File: src/hw/rtl/assert_macros.svh
// Assertion macros used by the checker RTL.
`ifndef ASSERT_MACROS_SVH
`define ASSERT_MACROS_SVH

// Property must hold at every clock edge outside reset.
`define MCIC_ASSERT(lbl, clk, rst_n, prop, msg) \
	lbl: assert property (@(posedge clk) disable iff (!rst_n) (prop)) else $error(msg);

// Condition must never be seen at a clock edge outside reset.
`define MCIC_NEVER(lbl, clk, rst_n, cond, msg) \
	lbl: assert property (@(posedge clk) disable iff (!rst_n) !(cond)) else $error(msg);

`endif

File: src/hw/rtl/mcic_pkg.sv
// Types and constants of the microcode image checker.
package mcic_pkg;

	localparam int unsigned WORD_W = 32;
	localparam int unsigned IDX_W = 30;
	localparam int unsigned PLAT_W = 3;
	localparam int unsigned CFG_IDX_W = 1;
	localparam int unsigned LEN_W = IDX_W + 1;

	// Header layout, in words
	localparam int unsigned HDR_WORDS = 12;
	localparam int unsigned DEFAULT_WORDS = 512;
	localparam int unsigned EXT_HDR_BYTES = 48;
	localparam int unsigned EXT_ENTRY_OFFSET = 5;

	localparam logic [IDX_W-1:0] W_VERSION = IDX_W'(0);
	localparam logic [IDX_W-1:0] W_REVISION = IDX_W'(1);
	localparam logic [IDX_W-1:0] W_SIGNATURE = IDX_W'(3);
	localparam logic [IDX_W-1:0] W_FLAGS = IDX_W'(6);
	localparam logic [IDX_W-1:0] W_PAYLOAD = IDX_W'(7);
	localparam logic [IDX_W-1:0] W_TOTAL = IDX_W'(8);
	localparam logic [IDX_W-1:0] W_HDR_LAST = IDX_W'(HDR_WORDS - 1);
	localparam logic [IDX_W-1:0] W_HDR_END = IDX_W'(HDR_WORDS);

	localparam logic [WORD_W-1:0] HDR_VERSION_1 = WORD_W'(1);

	// Configuration register indexes
	typedef enum logic [CFG_IDX_W-1:0] {
		CFG_CPU_SIGNATURE = 1'b0,
		CFG_PLATFORM_INDEX = 1'b1
	} cfg_index_t;

	typedef enum logic [1:0] {
		MATCH_NONE = 2'd0,
		MATCH_PRIMARY = 2'd1,
		MATCH_EXTENDED = 2'd2
	} match_kind_t;

	// Verdict of one image
	typedef struct packed {
		logic version_ok;
		match_kind_t match_kind;
		logic checksum_ok;
		logic malformed;
		logic [WORD_W-1:0] ucode_revision;
	} result_t;

endpackage

File: src/hw/rtl/microcode_image_checker_core.sv
// Top level of the microcode image checker.
//
//  channel  | direction | payload                                  | transfer
//  ---------+-----------+------------------------------------------+------------------------
//  in       | in        | image_word, start_image                  | in_valid & !in_stall
//  out      | out       | version_ok, match_kind, checksum_ok,     | out_valid & !out_stall
//           |           | malformed, ucode_revision                |
//  cfg      | in        | cfg_index, cfg_data                      | cfg_we
//
// One word per cycle while the result register is not stalled; a verdict passes the input stage and result register.
// Throughput is set by the single input stage feeding the scan logic and result register.
// Reset clears all image state; words after reset without a start mark form a new image.
// A stalled result holds the input stage, which then stalls the input channel.
module microcode_image_checker_core (
	input logic clk,
	input logic arst_n,
	input logic in_valid,
	output logic in_stall,
	input logic [mcic_pkg::WORD_W-1:0] image_word,
	input logic start_image,
	output logic out_valid,
	input logic out_stall,
	output logic version_ok,
	output logic [1:0] match_kind,
	output logic checksum_ok,
	output logic malformed,
	output logic [mcic_pkg::WORD_W-1:0] ucode_revision,
	input logic cfg_we,
	input logic [mcic_pkg::CFG_IDX_W-1:0] cfg_index,
	input logic [mcic_pkg::WORD_W-1:0] cfg_data
);
	import mcic_pkg::*;

	logic [WORD_W-1:0] cpu_sig_q;
	logic [PLAT_W-1:0] plat_idx_q;
	logic valid_s1;
	logic [WORD_W-1:0] word_s1;
	logic start_s1;
	logic ready;
	logic fire;
	logic res_valid;
	result_t res;
	result_t res_q;

	// Configuration registers
	always_ff @(posedge clk or negedge arst_n) begin
		if (!arst_n) begin
			cpu_sig_q <= '0;
			plat_idx_q <= '0;
		end else if (cfg_we) begin
			case (cfg_index)
				CFG_CPU_SIGNATURE: cpu_sig_q <= cfg_data;
				CFG_PLATFORM_INDEX: plat_idx_q <= cfg_data[PLAT_W-1:0];
				default: ;
			endcase
		end
	end

	// Input stage
	assign fire = valid_s1 && ready;
	assign in_stall = valid_s1 && !ready;

	always_ff @(posedge clk or negedge arst_n) begin
		if (!arst_n) begin
			valid_s1 <= 1'b0;
		end else if (in_valid && !in_stall) begin
			valid_s1 <= 1'b1;
		end else if (fire) begin
			valid_s1 <= 1'b0;
		end
	end

	always_ff @(posedge clk) begin
		if (in_valid && !in_stall) begin
			word_s1 <= image_word;
			start_s1 <= start_image;
		end
	end

	mcic_scan u_scan (
		.clk(clk),
		.arst_n(arst_n),
		.fire(fire),
		.word(word_s1),
		.start(start_s1),
		.cpu_sig(cpu_sig_q),
		.plat_idx(plat_idx_q),
		.res_valid(res_valid),
		.res(res)
	);

	mcic_out_reg u_out_reg (
		.clk(clk),
		.arst_n(arst_n),
		.res_valid(res_valid),
		.res(res),
		.out_stall(out_stall),
		.out_valid(out_valid),
		.res_q(res_q),
		.ready(ready)
	);

	assign version_ok = res_q.version_ok;
	assign match_kind = res_q.match_kind;
	assign checksum_ok = res_q.checksum_ok;
	assign malformed = res_q.malformed;
	assign ucode_revision = res_q.ucode_revision;

endmodule

File: src/hw/rtl/mcic_scan.sv
// Per-word image scan: header capture, extended table search, checksum, verdict.
`include "assert_macros.svh"

module mcic_scan (
	input logic clk,
	input logic arst_n,
	input logic fire,
	input logic [mcic_pkg::WORD_W-1:0] word,
	input logic start,
	input logic [mcic_pkg::WORD_W-1:0] cpu_sig,
	input logic [mcic_pkg::PLAT_W-1:0] plat_idx,
	output logic res_valid,
	output mcic_pkg::result_t res
);
	import mcic_pkg::*;

	typedef enum logic [1:0] {PH_SIG, PH_FLAGS, PH_CSUM, PH_DONE} phase_t;

	// Image state
	logic [IDX_W-1:0] idx_q, idx_n;
	logic [WORD_W-1:0] sum_q, sum_n;
	logic [WORD_W-1:0] version_q, version_n;
	logic [WORD_W-1:0] revision_q, revision_n;
	logic [WORD_W-1:0] hdr_sig_q, hdr_sig_n;
	logic [WORD_W-1:0] hdr_flags_q, hdr_flags_n;
	logic [WORD_W-1:0] payload_q, payload_n;
	logic [WORD_W-1:0] image_q, image_n;
	logic [WORD_W-1:0] ext_count_q, ext_count_n;
	logic [WORD_W-1:0] ext_seen_q, ext_seen_n;
	logic [WORD_W-1:0] pend_sig_q, pend_sig_n;
	logic ext_match_q, ext_match_n;
	phase_t phase_q, phase_n;

	// Values derived from the size words, settled well before word 11
	logic ext_present_q;
	logic [LEN_W-1:0] ext_at_q;
	logic [LEN_W-1:0] entry_at_q;
	logic [LEN_W-1:0] len_q;
	logic short_q;
	logic [LEN_W-1:0] len_d;

	// Step logic
	logic [IDX_W-1:0] base_idx;
	logic [WORD_W-1:0] base_sum;
	logic [WORD_W-1:0] base_seen;
	phase_t base_phase;
	logic active;
	logic seen_lt;
	logic at_last;
	logic short_hit;
	logic vok;
	logic hdr_hit;

	always_comb begin
		// A start word drops whatever image was in progress
		base_idx = start ? '0 : idx_q;
		base_sum = start ? '0 : sum_q;
		base_seen = start ? '0 : ext_seen_q;
		base_phase = start ? PH_SIG : phase_q;
		active = fire && (base_phase != PH_DONE);

		idx_n = idx_q;
		sum_n = sum_q;
		version_n = version_q;
		revision_n = revision_q;
		hdr_sig_n = hdr_sig_q;
		hdr_flags_n = hdr_flags_q;
		payload_n = payload_q;
		image_n = image_q;
		ext_count_n = ext_count_q;
		ext_seen_n = ext_seen_q;
		pend_sig_n = pend_sig_q;
		ext_match_n = ext_match_q;
		phase_n = phase_q;
		seen_lt = base_seen < ext_count_q;
		at_last = 1'b0;
		short_hit = 1'b0;

		if (fire && start) begin
			idx_n = '0;
			sum_n = '0;
			ext_count_n = '0;
			ext_seen_n = '0;
			ext_match_n = 1'b0;
			phase_n = PH_SIG;
		end

		if (active) begin
			sum_n = base_sum + word;
			idx_n = base_idx + IDX_W'(1);

			// Header words
			case (base_idx)
				W_VERSION: version_n = word;
				W_REVISION: revision_n = word;
				W_SIGNATURE: hdr_sig_n = word;
				W_FLAGS: hdr_flags_n = word;
				W_PAYLOAD: payload_n = word;
				W_TOTAL: image_n = word;
				default: ;
			endcase

			// Extended signature table
			if (base_idx >= W_HDR_END && ext_present_q) begin
				if ({1'b0, base_idx} == ext_at_q) begin
					ext_count_n = word;
				end else if ({1'b0, base_idx} >= entry_at_q) begin
					case (base_phase)
						PH_SIG: begin
							pend_sig_n = word;
							phase_n = PH_FLAGS;
						end
						PH_FLAGS: begin
							if (seen_lt && pend_sig_q == cpu_sig && word[{2'b00, plat_idx}])
								ext_match_n = 1'b1;
							if (seen_lt)
								ext_seen_n = base_seen + WORD_W'(1);
							phase_n = PH_CSUM;
						end
						default: phase_n = PH_SIG;
					endcase
				end
			end

			// Verdict
			short_hit = (base_idx == W_HDR_LAST) && short_q;
			at_last = (base_idx >= W_HDR_LAST) && (({1'b0, base_idx} + LEN_W'(1)) == len_q);
			if (short_hit || at_last)
				phase_n = PH_DONE;
		end
	end

	assign vok = version_n == HDR_VERSION_1;
	assign hdr_hit = (hdr_sig_q == cpu_sig) && hdr_flags_q[{2'b00, plat_idx}];
	assign res_valid = short_hit || at_last;

	always_comb begin
		res.version_ok = vok;
		res.ucode_revision = revision_n;
		if (short_hit) begin
			res.match_kind = MATCH_NONE;
			res.checksum_ok = 1'b0;
			res.malformed = 1'b1;
		end else begin
			if (!vok)
				res.match_kind = MATCH_NONE;
			else if (hdr_hit)
				res.match_kind = MATCH_PRIMARY;
			else if (ext_match_n)
				res.match_kind = MATCH_EXTENDED;
			else
				res.match_kind = MATCH_NONE;
			res.checksum_ok = sum_n == '0;
			res.malformed = 1'b0;
		end
	end

	// Image state registers
	always_ff @(posedge clk or negedge arst_n) begin
		if (!arst_n) begin
			idx_q <= '0;
			sum_q <= '0;
			version_q <= '0;
			revision_q <= '0;
			hdr_sig_q <= '0;
			hdr_flags_q <= '0;
			payload_q <= '0;
			image_q <= '0;
			ext_count_q <= '0;
			ext_seen_q <= '0;
			pend_sig_q <= '0;
			ext_match_q <= 1'b0;
			phase_q <= PH_SIG;
		end else begin
			idx_q <= idx_n;
			sum_q <= sum_n;
			version_q <= version_n;
			revision_q <= revision_n;
			hdr_sig_q <= hdr_sig_n;
			hdr_flags_q <= hdr_flags_n;
			payload_q <= payload_n;
			image_q <= image_n;
			ext_count_q <= ext_count_n;
			ext_seen_q <= ext_seen_n;
			pend_sig_q <= pend_sig_n;
			ext_match_q <= ext_match_n;
			phase_q <= phase_n;
		end
	end

	// Length and table position from the size words
	assign len_d = (payload_q != '0) ? {1'b0, image_q[WORD_W-1:2]} : LEN_W'(DEFAULT_WORDS);

	always_ff @(posedge clk) begin
		ext_present_q <= (payload_q != '0) &&
			({1'b0, image_q} > ({1'b0, payload_q} + (WORD_W + 1)'(EXT_HDR_BYTES)));
		ext_at_q <= {1'b0, payload_q[WORD_W-1:2]} + LEN_W'(HDR_WORDS);
		entry_at_q <= {1'b0, payload_q[WORD_W-1:2]} + LEN_W'(HDR_WORDS + EXT_ENTRY_OFFSET);
		len_q <= len_d;
		short_q <= len_d < LEN_W'(HDR_WORDS);
	end

	`MCIC_ASSERT(a_verdict_closes, clk, arst_n, res_valid |=> phase_q == PH_DONE, "image open")
	`MCIC_NEVER(a_no_result_after_done, clk, arst_n, fire && !start && phase_q == PH_DONE && res_valid, "late")
	`MCIC_ASSERT(a_malformed_clean, clk, arst_n, res_valid && res.malformed |-> res.match_kind == MATCH_NONE && !res.checksum_ok, "bad")

endmodule

File: src/hw/rtl/mcic_out_reg.sv
// Result register on the output channel.
module mcic_out_reg (
	input logic clk,
	input logic arst_n,
	input logic res_valid,
	input mcic_pkg::result_t res,
	input logic out_stall,
	output logic out_valid,
	output mcic_pkg::result_t res_q,
	output logic ready
);
	import mcic_pkg::*;

	logic valid_q;

	// Slot can load when empty or when its result transfers this cycle
	assign ready = !valid_q || !out_stall;
	assign out_valid = valid_q;

	always_ff @(posedge clk or negedge arst_n) begin
		if (!arst_n) begin
			valid_q <= 1'b0;
		end else if (ready) begin
			valid_q <= res_valid;
		end
	end

	always_ff @(posedge clk) begin
		if (ready && res_valid)
			res_q <= res;
	end

endmodule
File: config.mk
export PLATFORM = sky130hd
export DESIGN_NAME = microcode_image_checker_core
export DESIGN_NICKNAME = d
export VERILOG_FILES = /design/src/hw/rtl/mcic_pkg.sv /design/src/hw/rtl/microcode_image_checker_core.sv /design/src/hw/rtl/mcic_scan.sv /design/src/hw/rtl/mcic_out_reg.sv
export VERILOG_INCLUDE_DIRS = /design/src /design/src/hw/rtl
export SDC_FILE = /design/constraint.sdc
export NUM_CORES = 1
export LEC_CHECK = 0
export ABC_AREA = 0
export CORE_ASPECT_RATIO = 1.5
export CORE_MARGIN = 4
export CORE_UTILIZATION = 50
export DETAILED_ROUTE_END_ITERATION = 16
export DONT_BUFFER_PORTS = 1
export GPL_ROUTABILITY_DRIVEN = 0
export PLACE_DENSITY_LB_ADDON = 0.15
export SLEW_MARGIN = 10
export SYNTH_ARGS = -nofsm -noshare
export SYNTH_HDL_FRONTEND = slang
export SYNTH_SLANG_ARGS = --single-unit
File: constraint.sdc
create_clock -name clk -period 5 [get_ports clk]
set_input_delay 1.5 -clock clk [delete_from_list [all_inputs] [get_ports clk]]
set_output_delay 1.5 -clock clk [all_outputs]
set_load 0.005 [all_outputs]
Word level (Yosys, flattened, before mapping)
Cells that the tools add are included.
- output and inout bits: 39
- word-level logic and storage cells: 144
- input bits: 71
- register bits: 531
- bitwise operators: 3
- mux-type cells: 49
- equal/unequal tests: 13
- reductions and logical operators: 35
- $add $sub $neg: 7
- order comparisons: 7
- operator list (cell ; count):
    32-bit 2-to-1 mux ; 19
    30-bit 2-to-1 mux ; 4
    32-bit == test ; 2
    30-bit by 3-bit == test with 1-bit output, second input constant ; 2
    30-bit by 4-bit == test with 1-bit output, second input constant ; 2
    30-bit by 4-bit >= comparator with 1-bit output, second input constant ; 2
    32-bit by 6-bit adder with 33-bit output, second input constant ; 1
    32-bit by 33-bit > comparator with 1-bit output ; 1
    32-bit by 1-bit adder with 32-bit output, second input constant ; 1
    32-bit adder ; 1
    32-bit by 1-bit == test with 1-bit output, second input constant ; 1
    32-bit logical NOT ; 1
    32-bit < comparator ; 1
    32-bit nonzero test ; 1
    30-bit by 1-bit adder with 31-bit output, second input constant ; 1
    30-bit by 4-bit adder with 31-bit output, second input constant ; 1
    30-bit by 5-bit adder with 31-bit output, second input constant ; 1
    30-bit by 31-bit == test with 1-bit output ; 1
    31-bit == test ; 1
    30-bit by 31-bit >= comparator with 1-bit output ; 1
    31-bit by 4-bit < comparator with 1-bit output, second input constant ; 1
    30-bit by 1-bit adder with 30-bit output, second input constant ; 1
    30-bit by 1-bit == test with 1-bit output, second input constant ; 1
    30-bit by 2-bit == test with 1-bit output, second input constant ; 1
    18 further kinds ; 65

Depth between registers and ports, before layout
- word-level depth: 13
- mapped depth: 22

By module
Synthesis repeated with hierarchy kept, for this count alone.
- cell total of the unflattened synthesis: 2826
- area, all modules: 27536.4 sq um
- by module, submodules not included (module ; cells an instance ; instances ; seq. area each (sq um) ; area each (sq um)):
    mcic_scan ; 2670 ; 1 ; 10114.7 ; 23861.6
    microcode_image_checker_core ; 115 ; 1 ; 1891.8 ; 2516.2
    mcic_out_reg ; 41 ; 1 ; 1136.1 ; 1158.6

Worst setup path after synthesis
Ideal clock, no wire load.
- kind: flip-flop to flip-flop
- start: register start_s1
- end: register u_out_reg.res_q[0] (netlist name)
- stages on the path, launching flop included: 22
- buffers on the path: 8
- arrival: 4883 ps
- slack: -274 ps
- required time: 4608 ps
- period minus slack after synthesis: 5274 ps
- library setup time: 392 ps
- cell sequence: edfxtp_1 > buf_6 > buf_2 > buf_2 > buf_2 > buf_1 > clkbuf_1 > clkbuf_1 > nand2b_1 > inv_1 > ha_1 > clkbuf_1 > nand4_1 > nor4_4 > nand4_1 > nor4_2 > nand3_1 > nor3_1 > a31oi_1 > nor4_2 > a41oi_1 > inv_1
- longest elaborated chain between the ends: 7
- elaborated cells between the ends (all ways): 14
- classes of those cells: add/sub: 1; order compare: 1; eq/ne: 3; mux: 4; reduce/logical: 5
- RTL lines (item ; RTL line ; RTL):
    from (decl) ; microcode_image_checker_core.sv:38 ; logic start_s1;
    from (signal assigned) ; microcode_image_checker_core.sv:76 ; start_s1 <= start_image;
    30-bit 2-to-1 mux ; mcic_scan.sv:56 ; base_idx = start ? '0 : idx_q;
    30-bit by 1-bit adder with 31-bit output ; mcic_scan.sv:127 ; at_last = (base_idx >= W_HDR_LAST) && (({1'b0, base_idx} + LEN_W'(1)) == len_q);
    31-bit == test ; mcic_scan.sv:127 ;
    1-bit logical AND ; mcic_scan.sv:127 ;
    1-bit 2-to-1 mux ; mcic_scan.sv:88 ; if (active) begin
    1-bit logical OR (*) ; mcic_scan.sv:135 ; assign res_valid = short_hit || at_last;
    1-bit logical AND (*) ; mcic_out_reg.sv:29 ; if (ready && res_valid)
Mark *: on every way between the ends. The rest lies on a longest branch, timed or not.
A chain may end at the register's enable or synchronous reset.

Worst setup path in the final report
- start: register start_s1
- end: register u_out_reg.res_q[30] (netlist name)
- longest elaborated chain between the ends: 7
- elaborated cells between the ends (all ways): 14
- classes of those cells: add/sub: 1; order compare: 1; eq/ne: 3; mux: 4; reduce/logical: 5
- RTL lines (item ; RTL line):
    30-bit 2-to-1 mux ; mcic_scan.sv:56
    30-bit by 1-bit adder with 31-bit output ; mcic_scan.sv:127
    31-bit == test ; mcic_scan.sv:127
    1-bit logical AND ; mcic_scan.sv:127
    1-bit 2-to-1 mux ; mcic_scan.sv:88
    1-bit logical OR (*) ; mcic_scan.sv:135
    1-bit logical AND (*) ; mcic_out_reg.sv:29
Marked as above.

==> impl_summary.txt <==
----------------------------------------------------
[Run status]
  Outcome ... finished, final reports clean

[Min path]
  Min-delay worst type ... reg -> reg

[Layout]
  Area growth from synthesis to final layout ... 8.96%
  Layout cell share with drive strength beyond 1 ... 9.54%
  Most frequent cells in the layout ... 366 x sky130_fd_sc_hd__dfrtp_1, 307 x sky130_fd_sc_hd__nand2_1, 246 x sky130_fd_sc_hd__o21ai_0, 168 x sky130_fd_sc_hd__inv_1, 133 x sky130_fd_sc_hd__ha_1
  Most common cell after layout, fill and taps aside ... sky130_fd_sc_hd__dfrtp_1
  Final design utilization ... 55.1%
  Total number of nets in the final design ... 2932

[Logic synthesis]
  Post-synthesis compound-gate area fraction ... 11.1%
  Distinct cell type count after synthesis ... 79
  Dominant cell type by area after synthesis ... sky130_fd_sc_hd__dfrtp_1
  Warnings, synthesis ... 0
  Area share of and/or/nand/nor cells after synthesis ... 18.2%
  Multiplexer area fraction after synthesis ... 5.10%
  Flip-flop and latch count after synthesis ... 530
  Adder-cell area share of the yosys netlist ... 6.23%
  Biggest area contributors in the synthesized netlist ... sky130_fd_sc_hd__dfrtp_1 34%, sky130_fd_sc_hd__edfxtp_1 7.7%, sky130_fd_sc_hd__dfxtp_1 6.9%, sky130_fd_sc_hd__ha_1 6.1%, sky130_fd_sc_hd__o21ai_0 4.5%
  Net count after synthesis ... 2973
  Syn_area_per_cell ... 9.82 um2
  Main combinational cell family by area after synthesis ... simple AND/OR/NAND/NOR gates
  Number of enable-type register cells in the synthesized netlist ... 70
  Fraction of registers with async set/reset ... 69.1%
  Share of the synthesized area in the top cell type ... 33.7%
  Gate count of the mapped netlist ... 2768
  Post-synthesis instance area ... 0.0272 mm2
  Area share of xor/xnor cells in the synthesized design ... 6.73%
  Post-synthesis sequential area ratio ... 48.3%
  Prevailing post-synth register cell ... sky130_fd_sc_hd__dfrtp_1

[Timing]
  Final Hold Fails ... 0
  Final setup vio count ... 0
  Unrepaired setup endpoints after global routing ... false
  Worst Clk Skew ... 0.0206 ns
  Relative slew margins ... 24.4%
  Actual transition at the worst max-transition pin ... 1.13 ns
  Final count of pins violating max slew ... 0
  Part of the cycle the worst path needs ... 88.6%
  Total negative setup slack ... 0 ns
  Tmin final ... 4.43 ns
  Maximum operating frequency ... 0.226 GHz

[Floorplan]
  Core region area ... 0.0537 mm2
  Starting density of the core ... 50.6%
  Die outline height ... 294 um
  Die Outline Area ... 0.0583 mm2
  Rows ... 104
  Width of the die ... 198 um
  Num ports ... 110

[Clock tree]
  Clock insertion delay at the later pin of the skew report ... 0.60 ns
  Clk pin slew, worst setup/hold paths ... 0.07 ns
  # clock sinks ... 530
  CTS H-tree lvls ... 2
  # resized after CTS ... 0
  Clock Tree Root ... sky130_fd_sc_hd__clkbuf_16
  Number of buffers inserted to repair setup after CTS ... 0
  TritonCTS buffer count ... 50
  Hold Buf Count CTS ... 0
  Clock tree from TritonCTS ... done
  Deepest clock path buffer count ... 3

[Drt]
  Number of vias per cell after detailed routing ... 5.97
  Final wirelength ... 81500 um
  Violation count after the first detailed-routing iteration ... 1500
  Residual DRC count ... 0
  Average routed wire per standard cell ... 23.5 um
  Via Count ... 20.6k
  Antenna violation net count after detailed routing ... 0
  DR pass1 iterations ... 9

[Worst setup path]
  Category of the worst setup path launch point ... flip-flop
  Critical path start-end classification ... reg -> reg
  Maximum fanout encountered on the critical timing path ... 37
  Arrival time at the worst endpoint ... 4.70 ns
  Endpoint kind of the worst setup timing path ... flip-flop
  Required @ worst endpoint ... 5.27 ns

[Global routing]
  Wire length of the first global-routing pass ... 125000 um
  Overflow left after global routing ... 0
  Total global-route track usage ... 27.9%
  Number of antenna violations at the first check in global routing ... 4
  Maximum number of pins on one net before global-route repair ... 367
  Number of global-route vias before repair ... 20.7k

[Power and ir drop]
  Leakage power figure ... 12.8 nW
  Power per Cell Area ... 444 mW/mm2
  VDD IR max ... 0.384 mV

[Place]
  Number of buffers added on ports ... 0
  Placed wire-length estimate ... 59800 um

[Run]
  Number of max-cap violations ... 0

----------------------------------------------------
==> registers in the layout, summed over array words and instances (netlist names), 31 cells and up <==
| signal | count |
|---|---|
| u_scan.sum_q | 32 |
| u_scan.payload_q | 32 |
| u_scan.entry_at_q | 31 |
| u_scan.version_q | 32 |
| u_scan.ext_at_q | 31 |
| u_scan.image_q | 32 |
| u_scan.ext_count_q | 32 |
| u_scan.revision_q | 32 |
| u_out_reg.res_q | 37 |
| u_scan.ext_seen_q | 32 |
| word_s1 | 32 |
| u_scan.pend_sig_q | 32 |
| u_scan.hdr_sig_q | 32 |
| cpu_sig_q | 32 |
==> cell type report <==
type	count	area, um2
Fill cell	4724	24100
Inverter	170	642
Multi-Input combinational cell	1935	12900
Tap cell	689	862
Timing Repair Buffer	40	338
Sequential cell	530	13100
Antenna cell	2	5.00
Clock buffer	68	1470
Clock inverter	25	264
==> cell families (layout without fill, tap and decap cells) <==
family | Yosys count | in the layout
buf+inv | 303 | 303
compound gates | 507 | 507
flops | 530 | 530
fa+ha+maj | 135 | 135
other cells | 0 | 2
mux | 121 | 121
simple gates | 963 | 963
xor+xnor | 209 | 209
==> worst max-delay path: stages (launching register included) <==
cell and delay, ns:
sky130_fd_sc_hd__edfxtp_1 0.57, sky130_fd_sc_hd__nand2b_4 0.27, sky130_fd_sc_hd__inv_1 0.13, sky130_fd_sc_hd__ha_1 0.38, sky130_fd_sc_hd__nand4_1 0.23, sky130_fd_sc_hd__nor4_4 0.18, sky130_fd_sc_hd__buf_4 0.20, sky130_fd_sc_hd__nand4_1 0.15
sky130_fd_sc_hd__nor4_2 0.36, sky130_fd_sc_hd__nand3_1 0.24, sky130_fd_sc_hd__nor3_1 0.28, sky130_fd_sc_hd__a31oi_1 0.09, sky130_fd_sc_hd__nor4_2 0.36, sky130_fd_sc_hd__a41oi_2 0.26, sky130_fd_sc_hd__clkinvlp_4 0.15, sky130_fd_sc_hd__buf_12 0.21
==> worst paths after layout <==
| kind | start | cells past startpoint | to | slack (ns) |
|---|---|---|---|---|
| setup / recovery | start_s1 | 15 | u_out_reg.res_q[30] | 0.57 |
| hold / removal | u_scan.version_q[20] | 2 | u_scan.version_q[20] | 0.49 |
| setup reg to reg | start_s1 | 15 | u_out_reg.res_q[30] | 0.57 |
| hold reg to reg | u_scan.version_q[20] | 2 | u_scan.version_q[20] | 0.49 |
| max in group asynchronous | arst_n | 0 | u_scan.idx_q[23] | 3.53 |
| min in group asynchronous | arst_n | 0 | u_scan.ext_seen_q[12] | 0.61 |
==> cell usage after synthesis (all sizes together) (5+ instances only) <==
cell / number
a2111oi: 5
a211oi: 14
a21o: 43
a21oi: 86
a31oi: 18
and2: 44
and3: 16
and4: 10
buf: 38
clkbuf: 95
dfrtp: 366
dfxtp: 94
edfxtp: 70
ha: 133
inv: 170
mux2: 101
mux2i: 16
nand2: 310
nand2b: 18
nand3: 94
nand3b: 6
nand4: 66
nand4b: 7
nor2: 131
nor2b: 87
nor3: 54
nor3b: 6
nor4: 71
nor4b: 6
nor4bb: 6
o2111ai: 6
o211ai: 12
o21a: 7
o21ai: 251
o21bai: 11
o22ai: 14
o32ai: 5
or2: 9
or3: 6
or4: 9
xnor2: 126
xor2: 83
==> power by group <==
part / internal (mW) / switching [mW]
registers: 5.22 / 0.717
logic: 1.38 / 1.80
clock network: 2.29 / 1.74
total: 8.89 / 4.25
==> routing by layer <==
| metal | vias to the layer above | part of all wire, % | track usage [%] | wire [um] |
|---|---|---|---|---|
| li1 | 9608 | - | - | - |
| met1 | 10050 | 39 | 33.9 | 31600 |
| met2 | 726 | 49 | 47.1 | 39700 |
| met3 | 253 | 5.0 | 3.56 | 4050 |
| met4 | 0 | 7.5 | 16.8 | 6100 |
| met5 | - | 0 | 0 | 0 |
==> metrics by stage <==
step | worst slack [ns] | hold slack (ns) | std cells | cell area (um2) | power [mW]
2_1_floorplan | 0.0241 | 0.430 | 2768 | 27200 | 8.08
3_3_place_gp | 0.795 | 0.458 | 3364 | 27900 | 9.03
3_5_place_dp | 0.730 | 0.472 | 3364 | 27900 | 9.13
4_1_cts | 0.644 | 0.487 | 3457 | 29600 | 13.2
5_1_grt | 0.245 | 0.508 | 3457 | 29600 | 13.8
6_report | 0.568 | 0.487 | 3459 | 29600 | 13.1
No activity file was read; power rests on OpenSTA's default activity.
